**src/assert_macros.svh**
```systemverilog
// assertion macros used by the top-level rtl file
`ifndef ASSERT_MACROS_SVH
`define ASSERT_MACROS_SVH

// condition holds on every clock edge out of reset
`define ASSERT_HOLDS(label, cond, msg) \
	label: assert property (@(posedge clk) disable iff (!arst_n) (cond)) else $error(msg);

// consequent holds in the same cycle as the antecedent
`define ASSERT_IMPLIES(label, ante, cons, msg) \
	label: assert property (@(posedge clk) disable iff (!arst_n) (ante) |-> (cons)) \
		else $error(msg);

// consequent holds in the cycle after the antecedent
`define ASSERT_NEXT(label, ante, cons, msg) \
	label: assert property (@(posedge clk) disable iff (!arst_n) (ante) |=> (cons)) \
		else $error(msg);

`endif

```
**src/fqsd_pkg.sv**
```systemverilog
// shared types and codes of the key queue with sort and delete
package fqsd_pkg;

	localparam int KEY_W = 32;

	typedef logic signed [KEY_W-1:0] key_t;

	// command codes on the input beat
	typedef enum logic [2:0] {
		CMD_ENQUEUE   = 3'd0,
		CMD_DEQUEUE   = 3'd1,
		CMD_DUMP      = 3'd2,
		CMD_SORT_DESC = 3'd3,
		CMD_SORT_ASC  = 3'd4,
		CMD_DELETE    = 3'd5
	} cmd_t;

	// status codes on the result beat
	typedef enum logic [1:0] {
		ST_OK       = 2'd0,
		ST_EMPTY    = 2'd1,
		ST_FULL     = 2'd2,
		ST_NOTFOUND = 2'd3
	} status_t;

	// sequencer states
	typedef enum logic [3:0] {
		S_IDLE,
		S_EMIT,
		S_DEQ,
		S_DUMP,
		S_SORT_FIRST,
		S_SORT_RUN,
		S_SORT_END,
		S_DEL_CMP,
		S_DEL_SHIFT
	} state_t;

	// operands and results of the shared comparator
	typedef struct packed {
		key_t a;
		key_t b;
	} cmp_req_t;

	typedef struct packed {
		logic gt;
		logic eq;
	} cmp_res_t;

endpackage

```
**src/fqsd_cmp.sv**
```systemverilog
// shared signed key comparator used by sort and delete
module fqsd_cmp
	import fqsd_pkg::*;
(
	input  cmp_req_t req,
	output cmp_res_t res
);

	// signed greater-than for the bubble step, equality for the delete search
	assign res.gt = ($signed(req.a) > $signed(req.b));
	assign res.eq = (req.a == req.b);

endmodule

```
**src/fqsd_store.sv**
```systemverilog
// key store: one write port, one registered read port
module fqsd_store
	import fqsd_pkg::*;
#(
	parameter  int DEPTH = 16,
	localparam int AW    = $clog2(DEPTH)
) (
	input  logic          clk,
	input  logic          wr_en,
	input  logic [AW-1:0] wr_addr,
	input  key_t          wr_data,
	input  logic          rd_en,
	input  logic [AW-1:0] rd_addr,
	output key_t          rd_data
);

	key_t mem [DEPTH];
	key_t rd_data_q;

	// write and registered read; read data holds while rd_en is low
	always_ff @(posedge clk) begin
		if (wr_en) begin
			mem[wr_addr] <= wr_data;
		end
		if (rd_en) begin
			rd_data_q <= mem[rd_addr];
		end
	end

	assign rd_data = rd_data_q;

endmodule

```
**src/fifo_queue_with_sort_and_delete_unit.sv**
```systemverilog
// top level: bounded key queue with dump, bubble sort and delete by value
`include "assert_macros.svh"

// Bounded queue of up to DEPTH signed 32-bit keys in a circular store. One
// command beat is taken at a time; in_ready is low until its last result beat
// has been loaded into the output register. All work goes through the single
// store port pair (one write, one registered read) and one shared comparator.
// With n the number of live entries, enqueue and undefined commands go
// straight to their result beat, dequeue reads the head before its beat, dump
// sends one result beat per entry (one result beat per cycle without
// back-pressure), delete takes one compare or shift step per entry, and sort
// for n of two or more runs n - 1 bubble passes. Output back-pressure holds
// the sequencer in its emit and dump states. Store contents are not cleared
// at reset, so no clearing pass is needed.
module fifo_queue_with_sort_and_delete_unit
	import fqsd_pkg::*;
#(
	parameter int DEPTH = 16
) (
	input  logic              clk,
	input  logic              arst_n,
	input  logic              in_valid,
	output logic              in_ready,
	input  logic [2:0]        command,
	input  logic signed [31:0] value,
	output logic              out_valid,
	input  logic              out_ready,
	output logic signed [31:0] key_out,
	output logic [1:0]        status,
	output logic              last
);

	localparam int AW = $clog2(DEPTH);
	localparam int PW = AW + 1;
	localparam logic [PW-1:0] DEPTH_C = PW'(DEPTH);
	localparam logic [PW-1:0] ONE_P   = PW'(1);
	localparam logic [PW-1:0] TWO_P   = PW'(2);

	// position in the queue to slot in the store
	function automatic logic [AW-1:0] slot_of(input logic [AW-1:0] base,
		input logic [AW-1:0] pos);
		logic [AW:0] sum;
		sum = {1'b0, base} + {1'b0, pos};
		if (sum >= DEPTH_C) begin
			sum = sum - DEPTH_C;
		end
		return sum[AW-1:0];
	endfunction

	state_t        state_q, state_d;
	logic [AW-1:0] head_q;
	logic [PW-1:0] count_q;
	logic [AW-1:0] idx_q;
	logic [AW-1:0] pass_q;
	logic          asc_q;
	key_t          carry_q;
	key_t          value_q;
	key_t          res_key_q;
	status_t       res_status_q;
	logic          out_valid_q;
	key_t          key_out_q;
	status_t       status_q;
	logic          last_q;

	cmd_t          cmd;
	logic          in_fire;
	logic          out_free;
	logic          full;
	logic          empty;
	logic [PW-1:0] last_pos;
	logic [PW-1:0] nxt1;
	logic [PW-1:0] nxt2;
	logic          idx_last;
	logic          nxt1_last;
	logic          pass_done;

	logic          rd_en;
	logic [AW-1:0] rd_pos;
	logic [AW-1:0] rd_addr;
	key_t          rd_data;
	logic          wr_en;
	logic [AW-1:0] wr_pos;
	logic [AW-1:0] wr_addr;
	key_t          wr_data;

	logic          emit;
	key_t          emit_key;
	status_t       emit_status;
	logic          emit_last;

	cmp_req_t      cmp_req;
	cmp_res_t      cmp_res;

	// handshake and position arithmetic
	assign cmd       = cmd_t'(command);
	assign in_ready  = (state_q == S_IDLE);
	assign in_fire   = in_valid && in_ready;
	assign out_free  = !out_valid_q || out_ready;
	assign full      = (count_q == DEPTH_C);
	assign empty     = (count_q == '0);
	assign last_pos  = count_q - ONE_P;
	assign nxt1      = {1'b0, idx_q} + ONE_P;
	assign nxt2      = {1'b0, idx_q} + TWO_P;
	assign idx_last  = ({1'b0, idx_q} == last_pos);
	assign nxt1_last = (nxt1 == last_pos);
	assign pass_done = (({1'b0, pass_q} + ONE_P) == last_pos);

	// comparator operands: search key in delete, carried key against next in sort
	always_comb begin
		if (state_q == S_DEL_CMP) begin
			cmp_req.a = rd_data;
			cmp_req.b = value_q;
		end else if (asc_q) begin
			cmp_req.a = carry_q;
			cmp_req.b = rd_data;
		end else begin
			cmp_req.a = rd_data;
			cmp_req.b = carry_q;
		end
	end

	fqsd_cmp u_cmp (
		.req (cmp_req),
		.res (cmp_res)
	);

	// next state
	always_comb begin
		state_d = state_q;
		unique case (state_q)
			S_IDLE: begin
				if (in_fire) begin
					unique case (cmd) inside
						CMD_ENQUEUE: state_d = S_EMIT;
						CMD_DEQUEUE: state_d = empty ? S_EMIT : S_DEQ;
						CMD_DUMP:    state_d = empty ? S_EMIT : S_DUMP;
						CMD_SORT_DESC, CMD_SORT_ASC: begin
							state_d = (count_q <= ONE_P) ? S_EMIT : S_SORT_FIRST;
						end
						CMD_DELETE:  state_d = empty ? S_EMIT : S_DEL_CMP;
						default:     state_d = S_EMIT;
					endcase
				end
			end
			S_EMIT: begin
				if (out_free) begin
					state_d = S_IDLE;
				end
			end
			S_DEQ:        state_d = S_EMIT;
			S_DUMP: begin
				if (out_free && idx_last) begin
					state_d = S_IDLE;
				end
			end
			S_SORT_FIRST: state_d = S_SORT_RUN;
			S_SORT_RUN: begin
				if (nxt1_last) begin
					state_d = S_SORT_END;
				end
			end
			S_SORT_END:   state_d = pass_done ? S_EMIT : S_SORT_FIRST;
			S_DEL_CMP: begin
				if (cmp_res.eq && !idx_last) begin
					state_d = S_DEL_SHIFT;
				end else if (cmp_res.eq || idx_last) begin
					state_d = S_EMIT;
				end
			end
			S_DEL_SHIFT: begin
				if (nxt1_last) begin
					state_d = S_EMIT;
				end
			end
			default:      state_d = S_IDLE;
		endcase
	end

	// store port and result beat controls
	always_comb begin
		rd_en       = 1'b0;
		rd_pos      = '0;
		wr_en       = 1'b0;
		wr_pos      = '0;
		wr_data     = value;
		emit        = 1'b0;
		emit_key    = res_key_q;
		emit_status = res_status_q;
		emit_last   = 1'b1;
		unique case (state_q)
			S_IDLE: begin
				if (in_fire) begin
					if (cmd == CMD_ENQUEUE) begin
						wr_en = !full;
						wr_pos = count_q[AW-1:0];
					end else begin
						rd_en = !empty;
					end
				end
			end
			S_EMIT: begin
				emit = out_free;
			end
			S_DEQ: begin
			end
			S_DUMP: begin
				emit = out_free;
				emit_key = rd_data;
				emit_status = ST_OK;
				emit_last = idx_last;
				if (out_free && !idx_last) begin
					rd_en = 1'b1;
					rd_pos = nxt1[AW-1:0];
				end
			end
			S_SORT_FIRST: begin
				rd_en = 1'b1;
				rd_pos = nxt1[AW-1:0];
			end
			S_SORT_RUN: begin
				wr_en = 1'b1;
				wr_pos = idx_q;
				wr_data = cmp_res.gt ? rd_data : carry_q;
				if (!nxt1_last) begin
					rd_en = 1'b1;
					rd_pos = nxt2[AW-1:0];
				end
			end
			S_SORT_END: begin
				wr_en = 1'b1;
				wr_pos = last_pos[AW-1:0];
				wr_data = carry_q;
				rd_en = !pass_done;
			end
			S_DEL_CMP: begin
				if (!idx_last) begin
					rd_en = 1'b1;
					rd_pos = nxt1[AW-1:0];
				end
			end
			S_DEL_SHIFT: begin
				wr_en = 1'b1;
				wr_pos = idx_q;
				wr_data = rd_data;
				if (!nxt1_last) begin
					rd_en = 1'b1;
					rd_pos = nxt2[AW-1:0];
				end
			end
			default: begin
			end
		endcase
	end

	assign rd_addr = slot_of(head_q, rd_pos);
	assign wr_addr = slot_of(head_q, wr_pos);

	fqsd_store #(
		.DEPTH (DEPTH)
	) u_store (
		.clk     (clk),
		.wr_en   (wr_en),
		.wr_addr (wr_addr),
		.wr_data (wr_data),
		.rd_en   (rd_en),
		.rd_addr (rd_addr),
		.rd_data (rd_data)
	);

	// sequencer control registers
	always_ff @(posedge clk or negedge arst_n) begin
		if (!arst_n) begin
			state_q     <= S_IDLE;
			head_q      <= '0;
			count_q     <= '0;
			idx_q       <= '0;
			pass_q      <= '0;
			asc_q       <= 1'b0;
			out_valid_q <= 1'b0;
		end else begin
			state_q <= state_d;
			case (state_q)
				S_IDLE: begin
					if (in_fire) begin
						idx_q <= '0;
						pass_q <= '0;
						asc_q <= (cmd == CMD_SORT_ASC);
						if (cmd == CMD_ENQUEUE && !full) begin
							count_q <= count_q + ONE_P;
						end
					end
				end
				S_DEQ: begin
					head_q <= slot_of(head_q, AW'(1));
					count_q <= count_q - ONE_P;
				end
				S_DUMP: begin
					if (out_free && !idx_last) begin
						idx_q <= nxt1[AW-1:0];
					end
				end
				S_SORT_RUN: begin
					if (!nxt1_last) begin
						idx_q <= nxt1[AW-1:0];
					end
				end
				S_SORT_END: begin
					pass_q <= pass_q + AW'(1);
					idx_q <= '0;
				end
				S_DEL_CMP: begin
					if (!cmp_res.eq && !idx_last) begin
						idx_q <= nxt1[AW-1:0];
					end
					if (cmp_res.eq && idx_last) begin
						count_q <= count_q - ONE_P;
					end
				end
				S_DEL_SHIFT: begin
					if (nxt1_last) begin
						count_q <= count_q - ONE_P;
					end else begin
						idx_q <= nxt1[AW-1:0];
					end
				end
				default: begin
				end
			endcase
			if (emit) begin
				out_valid_q <= 1'b1;
			end else if (out_ready) begin
				out_valid_q <= 1'b0;
			end
		end
	end

	// payload registers: search key, carried sort key, pending result, output beat
	always_ff @(posedge clk) begin
		case (state_q)
			S_IDLE: begin
				if (in_fire) begin
					value_q <= value;
					res_key_q <= '0;
					if (cmd == CMD_ENQUEUE) begin
						res_status_q <= full ? ST_FULL : ST_OK;
					end else if (cmd == CMD_DEQUEUE || cmd == CMD_DUMP ||
						cmd == CMD_SORT_DESC || cmd == CMD_SORT_ASC ||
						cmd == CMD_DELETE) begin
						res_status_q <= empty ? ST_EMPTY : ST_OK;
					end else begin
						res_status_q <= ST_OK;
					end
				end
			end
			S_DEQ: begin
				res_key_q <= rd_data;
			end
			S_SORT_FIRST: begin
				carry_q <= rd_data;
			end
			S_SORT_RUN: begin
				if (!cmp_res.gt) begin
					carry_q <= rd_data;
				end
			end
			S_DEL_CMP: begin
				if (!cmp_res.eq && idx_last) begin
					res_status_q <= ST_NOTFOUND;
				end
			end
			default: begin
			end
		endcase
		if (emit) begin
			key_out_q <= emit_key;
			status_q <= emit_status;
			last_q <= emit_last;
		end
	end

	assign out_valid = out_valid_q;
	assign key_out   = key_out_q;
	assign status    = status_q;
	assign last      = last_q;

	// checks on the sequencer and the store port
	`ASSERT_HOLDS(a_count_bound, count_q <= DEPTH_C, "entry count beyond depth")
	`ASSERT_NEXT(a_enq_count, in_fire && (command == CMD_ENQUEUE) && !full,
		count_q == $past(count_q) + ONE_P, "enqueue did not grow the queue")
	`ASSERT_IMPLIES(a_dump_more, out_valid && out_ready && !last,
		state_q == S_DUMP, "non-final beat taken outside a dump")
	`ASSERT_IMPLIES(a_port_clash, wr_en && rd_en, wr_addr != rd_addr,
		"store read and write hit the same slot")

endmodule

```
**config.mk**
```make
export PLATFORM = sky130hd
export DESIGN_NAME = fifo_queue_with_sort_and_delete_unit
export DESIGN_NICKNAME = d
export VERILOG_FILES = /design/src/fqsd_pkg.sv /design/src/fqsd_cmp.sv /design/src/fqsd_store.sv /design/src/fifo_queue_with_sort_and_delete_unit.sv
export VERILOG_INCLUDE_DIRS = /design/src /design/src/src
export SDC_FILE = /design/constraint.sdc
export NUM_CORES = 1
export LEC_CHECK = 0
export BUFFER_PORTS_ARGS = -buffer_cell sky130_fd_sc_hd__buf_2
export CORE_MARGIN = 10
export CORE_UTILIZATION = 56
export CTS_CLUSTER_SIZE = 12
export DETAILED_ROUTE_END_ITERATION = 10
export GPL_TIMING_DRIVEN = 0
export PLACE_DENSITY = 0.75
export SLEW_MARGIN = 20
export SYNTH_ARGS = -nofsm -noshare
export SYNTH_HDL_FRONTEND = slang
export SYNTH_SLANG_ARGS = --single-unit
```
**constraint.sdc**
```tcl
create_clock -name clk -period 6.8 [get_ports clk]
set_input_delay 1.02 -clock clk [delete_from_list [all_inputs] [get_ports clk]]
set_output_delay 1.02 -clock clk [all_outputs]
set_load 0.05 [all_outputs]
```
-- Yosys cells after proc, flatten, opt, wreduce, memory -nomap -nowiden
Memories as Yosys holds them, arrays and structs flattened. A register that Yosys moved wholly into a read port is not among the register bits.
Index checks and enable logic that the tools add are counted.
- bitwise operators: 0
- order comparisons: 5
- reduce and logical (&&, ||, !) cells: 42
- equal/unequal tests: 31
- add/sub/neg operators: 12
- $mul: 0
- multiplexer cells: 65
- div/mod/pow operators: 0
- shifts and indexed selects: 0
- operators by type and width (operator ; number):
    two-way mux 32 bit ; 4
    two-way mux 64 bit ; 2
    case mux 32 bit (2 select lines) ; 2
    case mux 32 bit (3 select lines) ; 1
    two-way mux 4 bit ; 19
    case mux 4 bit (9 select lines) ; 1
    equality test 32 bit ; 1
    greater-than comparator 32 bit ; 1
    two-way mux 5 bit ; 4
    case mux 4 bit (5 select lines) ; 1
    case mux 5 bit (4 select lines) ; 1
    equality test 4 x 3 -> 1 bit (second input constant) ; 4
    case mux 4 bit (4 select lines) ; 1
    adder 4 x 1 -> 5 bit (second input constant) ; 3
    >= comparator 5 bit (second input constant) ; 3
    two-way mux 1 bit ; 14
    inequality test 2 bit (second input constant) ; 7
    two-way mux 2 bit ; 6
    case mux 3 bit (4 select lines) ; 1
    case mux 4 bit (3 select lines) ; 1
    subtractor 4 x 1 -> 4 bit (second input constant) ; 3
    adder 4 x 4 -> 5 bit ; 2
    equality test 5 bit ; 2
    inequality test 2 x 1 -> 1 bit (second input constant) ; 5
    34 further kinds ; 66
- logic and storage cells: 170
- bits in read-only memories: 0
- output and inout bits: 37
- bits in registers: 156
- memories kept: 1
- RAM bits: 512
- latch bits: 0
- input bits: 39
- memory list (name ; depth ; bits a word ; read ports ; clocked after memory_dff ; wr ports ; RTL line ; RTL):
    u_store.mem ; 16 ; 32 ; 1 ; 1 ; 1 ; fqsd_store.sv:17 ; key_t mem [DEPTH];

-- Depth between registers and ports, before layout
- depth after elaboration: 9
- mapped depth: 18
- mapped depth without buffers: 14

-- Modules after synthesis
Synthesis repeated with hierarchy kept, for this count alone.
- cell total of the unflattened synthesis: 1675
- area, all modules: 29615.9 um2
- modules (own cells, without submodules) (module ; area an instance (um2) ; cells each ; times used):
    fqsd_store ; 20155.6 ; 838 ; 1
    fifo_queue_with_sort_and_delete_unit ; 8629.5 ; 723 ; 1
    fqsd_cmp ; 830.8 ; 114 ; 1

-- Least setup slack after synthesis
No wires, ideal clock.
- path kind: register to register
- start: register state_q[1]
- end: register carry_q[0] (enable)
- data arrival time: 5.939 ns
- library setup time: 0.470 ns
- setup slack: 0.391 ns
- stages on the path, launching flop included: 15
- clock period less this slack: 6.409 ns
- required time: 6.330 ns
- path through: dfrtp_1 -> clkbuf_1 -> clkbuf_1 -> nand3_1 -> nand2_1 -> buf_1 -> mux2_2 -> ha_1 -> nand4_1 -> nor4_1 -> nand3_1 -> nand2_1 -> clkbuf_1 -> nor2_1 -> a21boi_0
- cells in the longest elaborated chain, start to end: 5
- RTL lines (element ; RTL line ; RTL):
    from (decl) ; fifo_queue_with_sort_and_delete_unit.sv:50 ; state_t state_q, state_d;
    from (signal assigned) ; fifo_queue_with_sort_and_delete_unit.sv:281 ; state_q <= state_d;
    equality test 4 x 3 -> 1 bit ; fifo_queue_with_sort_and_delete_unit.sv:110 ; if (state_q == S_DEL_CMP) begin
    two-way mux 64 bit ; fifo_queue_with_sort_and_delete_unit.sv:110 ;
    greater-than comparator 32 bit ; fqsd_cmp.sv:10 ; assign res.gt = ($signed(req.a) > $signed(req.b));
    inequality test 2 bit (no line) ; -- ;
    AND reduction 2 bit (no line) * ; -- ;
    to (signal assigned) ; fifo_queue_with_sort_and_delete_unit.sv:359 ; carry_q <= rd_data;
    to (signal assigned) ; fifo_queue_with_sort_and_delete_unit.sv:363 ; carry_q <= rd_data;
    to (decl) ; fifo_queue_with_sort_and_delete_unit.sv:56 ; key_t carry_q;
Mark *: on every way between the ends. The rest lies on a longest branch, timed or not.
A chain may end at the register's enable or synchronous reset.

-- Final worst setup path
- start: register state_q[1]
- end: memory u_store.mem[15][14] in the netlist's numbering (data pin)
- cells in the longest elaborated chain, start to end: 5
- RTL lines (element ; RTL line ; RTL):
    equality test 4 x 3 -> 1 bit ; fifo_queue_with_sort_and_delete_unit.sv:110 ;
    two-way mux 64 bit ; fifo_queue_with_sort_and_delete_unit.sv:110 ;
    greater-than comparator 32 bit ; fqsd_cmp.sv:10 ;
    two-way mux 32 bit ; fifo_queue_with_sort_and_delete_unit.sv:223 ; wr_data = cmp_res.gt ? rd_data : carry_q;
    case mux 32 bit (3 select lines) * ; fifo_queue_with_sort_and_delete_unit.sv:190 ; unique case (state_q)
    named net u_store.wr_data[14] ; fqsd_store.sv:11 ; input key_t wr_data,
    to (decl) ; fqsd_store.sv:17 ;
Mark *: on every way through the listed nets, which the timed path passes. The rest lies on a longest branch.

==> impl_metrics.py <==
metrics = {
    "layout": {
        "final_cell_mix": "677 x edfxtp_1, 167 x nand2_1, 130 x mux2i_1",
        "multiInputGateArea_um2": 9240,
        "n_antenna_cell": 0,
        "fillCellCount": 3573,
        "layout_commonest_cell": "edfxtp_1",
        "regArea_um2": 20910,
        "nets": 2102,
        "synthToLayoutAreaGrowth_pct": 14.40,
        "fin_area_um2": 34670,
        "layout-drive-gt1-share_pct": 22.27,
    },
    "routing": {
        "vias": 17729,
        "ant_nets": 0,
        "drtIter0Drc": 2029,
        "first_pass_iters": 6,
        "routed_wl_um": 73690,
        "wl_per_cell_um": 26.86,
        "drc": 0,
        "vias_per_cell": 6.461,
    },
    "logic_synthesis": {
        "synthFlopType": "edfxtp_1",
        "syn_inst": 1816,
        "yosysWarningCount": 0,
        "synth.distinct_cells": 69,
        "ys_seq_elements": 700,
        "synth_edf_count": 677,
        "synth_nets": 1903,
        "async_flop_share_pct": 3.286,
        "netlist_area_um2": 30310,
        "syn_area_per_cell_um2": 16.69,
        "yosysSeqAreaShare_pct": 68.97,
    },
    "setup_path": {
        "crit_start": "state_q[1]$_DFFE_PN0P_",
        "worstSetupPathType": "flop to flop",
        "worst_r2r_startpoint": "state_q[1]$_DFFE_PN0P_",
        "critPathMaxStageDelay_ns": 0.83,
        "critPathSlowestCell": "a211oi_2",
        "crit_path_frequent_cell": "clkbuf_1",
        "crit_path_max_fanout": 16,
        "endpoint_kind": "flop",
        "critical_path.top_delay_family": "simple AND/OR/NAND/NOR gates",
        "worst-path-buf-inv": 4,
        "crit_chain": "clkbuf_1 -> clkbuf_1 -> nand3_1 -> nand2_1 -> buf_1 -> mux2_2 -> ha_1 -> nand4_1 -> nor4_2 -> nand3_1 -> nand2_1 -> clkbuf_1 -> o21ai_0 -> a211oi_2",
        "crit_arrival_ns": 6.82,
        "worstPathRequired_ns": 7.08,
        "cp-start-kind": "flop",
    },
    "sta": {
        "rsz0062_at_grt": "false",
        "finalMaxSlewViolations": 0,
        "period_needed_ns": 6.540,
        "fmax_mhz": 152.9,
        "tightest_slew_ns": 1.073,
        "setup_viol": 0,
        "maxSlewHeadroom_pct": 28.34,
        "fin_skew_ns": 0.02374,
        "fin_crit_sh_pct": 96.18,
        "hold_viol": 0,
    },
    "grt": {
        "grt_max_degree": 35,
        "grt_pass1_wl_um": 111300,
        "grt_overflow": 0,
        "antenna_found_initial": 0,
        "grt_pass1_vias": 17841,
        "grt.total_usage_pct": 23.39,
    },
    "floorplan": {
        "die_x_um": 252.7,
        "coreArea_um2": 53710,
        "ios": 76,
        "initial_utilization_pct": 56.44,
        "core.rowCount": 85,
        "die_y_um": 252.7,
        "die_area_um2": 63830,
    },
    "cts": {
        "cts-root-buf": "clkbuf_16",
        "cts_hold_buf": 0,
        "cts_buffers": 72,
        "clk_latency_ns": 0.62,
        "cts_tree": "done",
        "clk_path_buf_depth": 3,
        "path_clk_slew_ns": 0.06,
        "cts.sinks": 700,
        "htree_levels": 3,
    },
    "place": {
        "io_buffer_count": 75,
        "hpwl_um": 50370,
        "gp_congestion": 0.9482,
        "placed_area_um2": 32550,
    },
    "flow_run": {
        "cap_violations": 0,
    },
    "hold_path": {
        "min_path_type": "input pin to asynchronous set/reset pin",
    },
    "run_status": {
        "outcome": "finished clean",
    },
}
metrics by stage:
step           utilization [%]  worst slack (ns)  instances  setup TNS [ns]  hold WS [ns]
3_3_place_gp             58.76            -2.785       2587         -299.66        0.5015
5_1_grt                  64.56           0.03167       2744               0        0.4348
6_report                 64.56            0.2599       2744               0        0.4033
4_1_cts                  64.53          0.003494       2744               0        0.3977
2_1_floorplan                -            0.3909       1816               0        0.4909
3_5_place_dp             60.60           0.02466       2637               0        0.5001
flip-flops by register name, summed over array words and instances (netlist names), 4 cells and up:
| register | flops |
|---|---|
| state_q | 4 |
| u_store.rd_data | 32 |
| u_store.mem | 512 |
| count_q | 5 |
| pass_q | 4 |
| res_key_q | 32 |
| value_q | 32 |
| idx_q | 4 |
| key_out | 32 |
| head_q | 4 |
| carry_q | 32 |
cells in the mapped netlist (19+ instances only):
cell / n / area [um^2]
buf_1: 21 / 78.83
mux2_2: 32 / 360.4
o22ai_1: 35 / 219.0
nand2_1: 167 / 626.9
edfxtp_1: 677 / 20330
and2_1: 36 / 225.2
mux2i_1: 130 / 1301
a21oi_1: 20 / 100.1
a211oi_1: 32 / 240.2
nand3_1: 19 / 95.09
a41oi_1: 32 / 280.3
ha_1: 46 / 575.6
mux4_2: 128 / 2883
dfrtp_1: 23 / 575.6
clkbuf_1: 76 / 285.3
o21ai_0: 92 / 460.4
nor2_1: 75 / 281.5
path summary, 6_finish.rpt:
check	endpoint	slack, ns	cells past startpoint
max	u_store.mem[15][14]$_DFFE_PP_	0.26	14
min	count_q[1]$_DFFE_PN0P_	0.40	1
max reg2reg	u_store.mem[15][14]$_DFFE_PP_	0.26	14
min reg2reg	key_out[28]$_DFFE_PP_	0.51	2
max in group asynchronous	head_q[3]$_DFFE_PN0P_	6.01	1
min in group clk	key_out[28]$_DFFE_PP_	0.51	2
final cells by class:
cell class / count / area share, %
Timing Repair Buffer: 125 / 3.035
Buffer: 107 / 1.299
Clock buffer: 92 / 5.503
Tap cell: 696 / 2.511
Inverter: 12 / 0.1299
Sequential cell: 700 / 60.29
Clock inverter: 15 / 0.5846
Multi-Input combinational cell: 997 / 26.65
metal layers:
| layer | track usage (%) | wire length, um | vias up |
|---|---|---|---|
| met5 | 0 | 0 | - |
| met4 | 9.157 | 2257 | 0 |
| met3 | 3.794 | 6247 | 165 |
| met2 | 38.67 | 36320 | 961 |
| met1 | 30.75 | 28870 | 8987 |
| li1 | - | - | 7616 |
cell families after synthesis:
| group | Yosys count | share of synthesized area (%) |
|---|---|---|
| DFF | 700 | 68.97 |
| and+or+nand+nor | 356 | 5.437 |
| muxes | 291 | 15.04 |
| AOI/OAI and AO/OA | 272 | 5.940 |
| buffers and inverters | 119 | 1.626 |
| adders and majority gates | 48 | 2.031 |
| xor gates and xnor gates | 30 | 0.9536 |
repair_timing:
item                       in CTS  in global routing
setup endpoints to repair       0                100
buffers inserted                0                  0
gates resized for setup         0                  2
hold endpoints to repair        0                  0
Power is left out: the tool's default activity adds up to more than one toggle a clock period on the data nets, which glitch-free logic cannot reach.
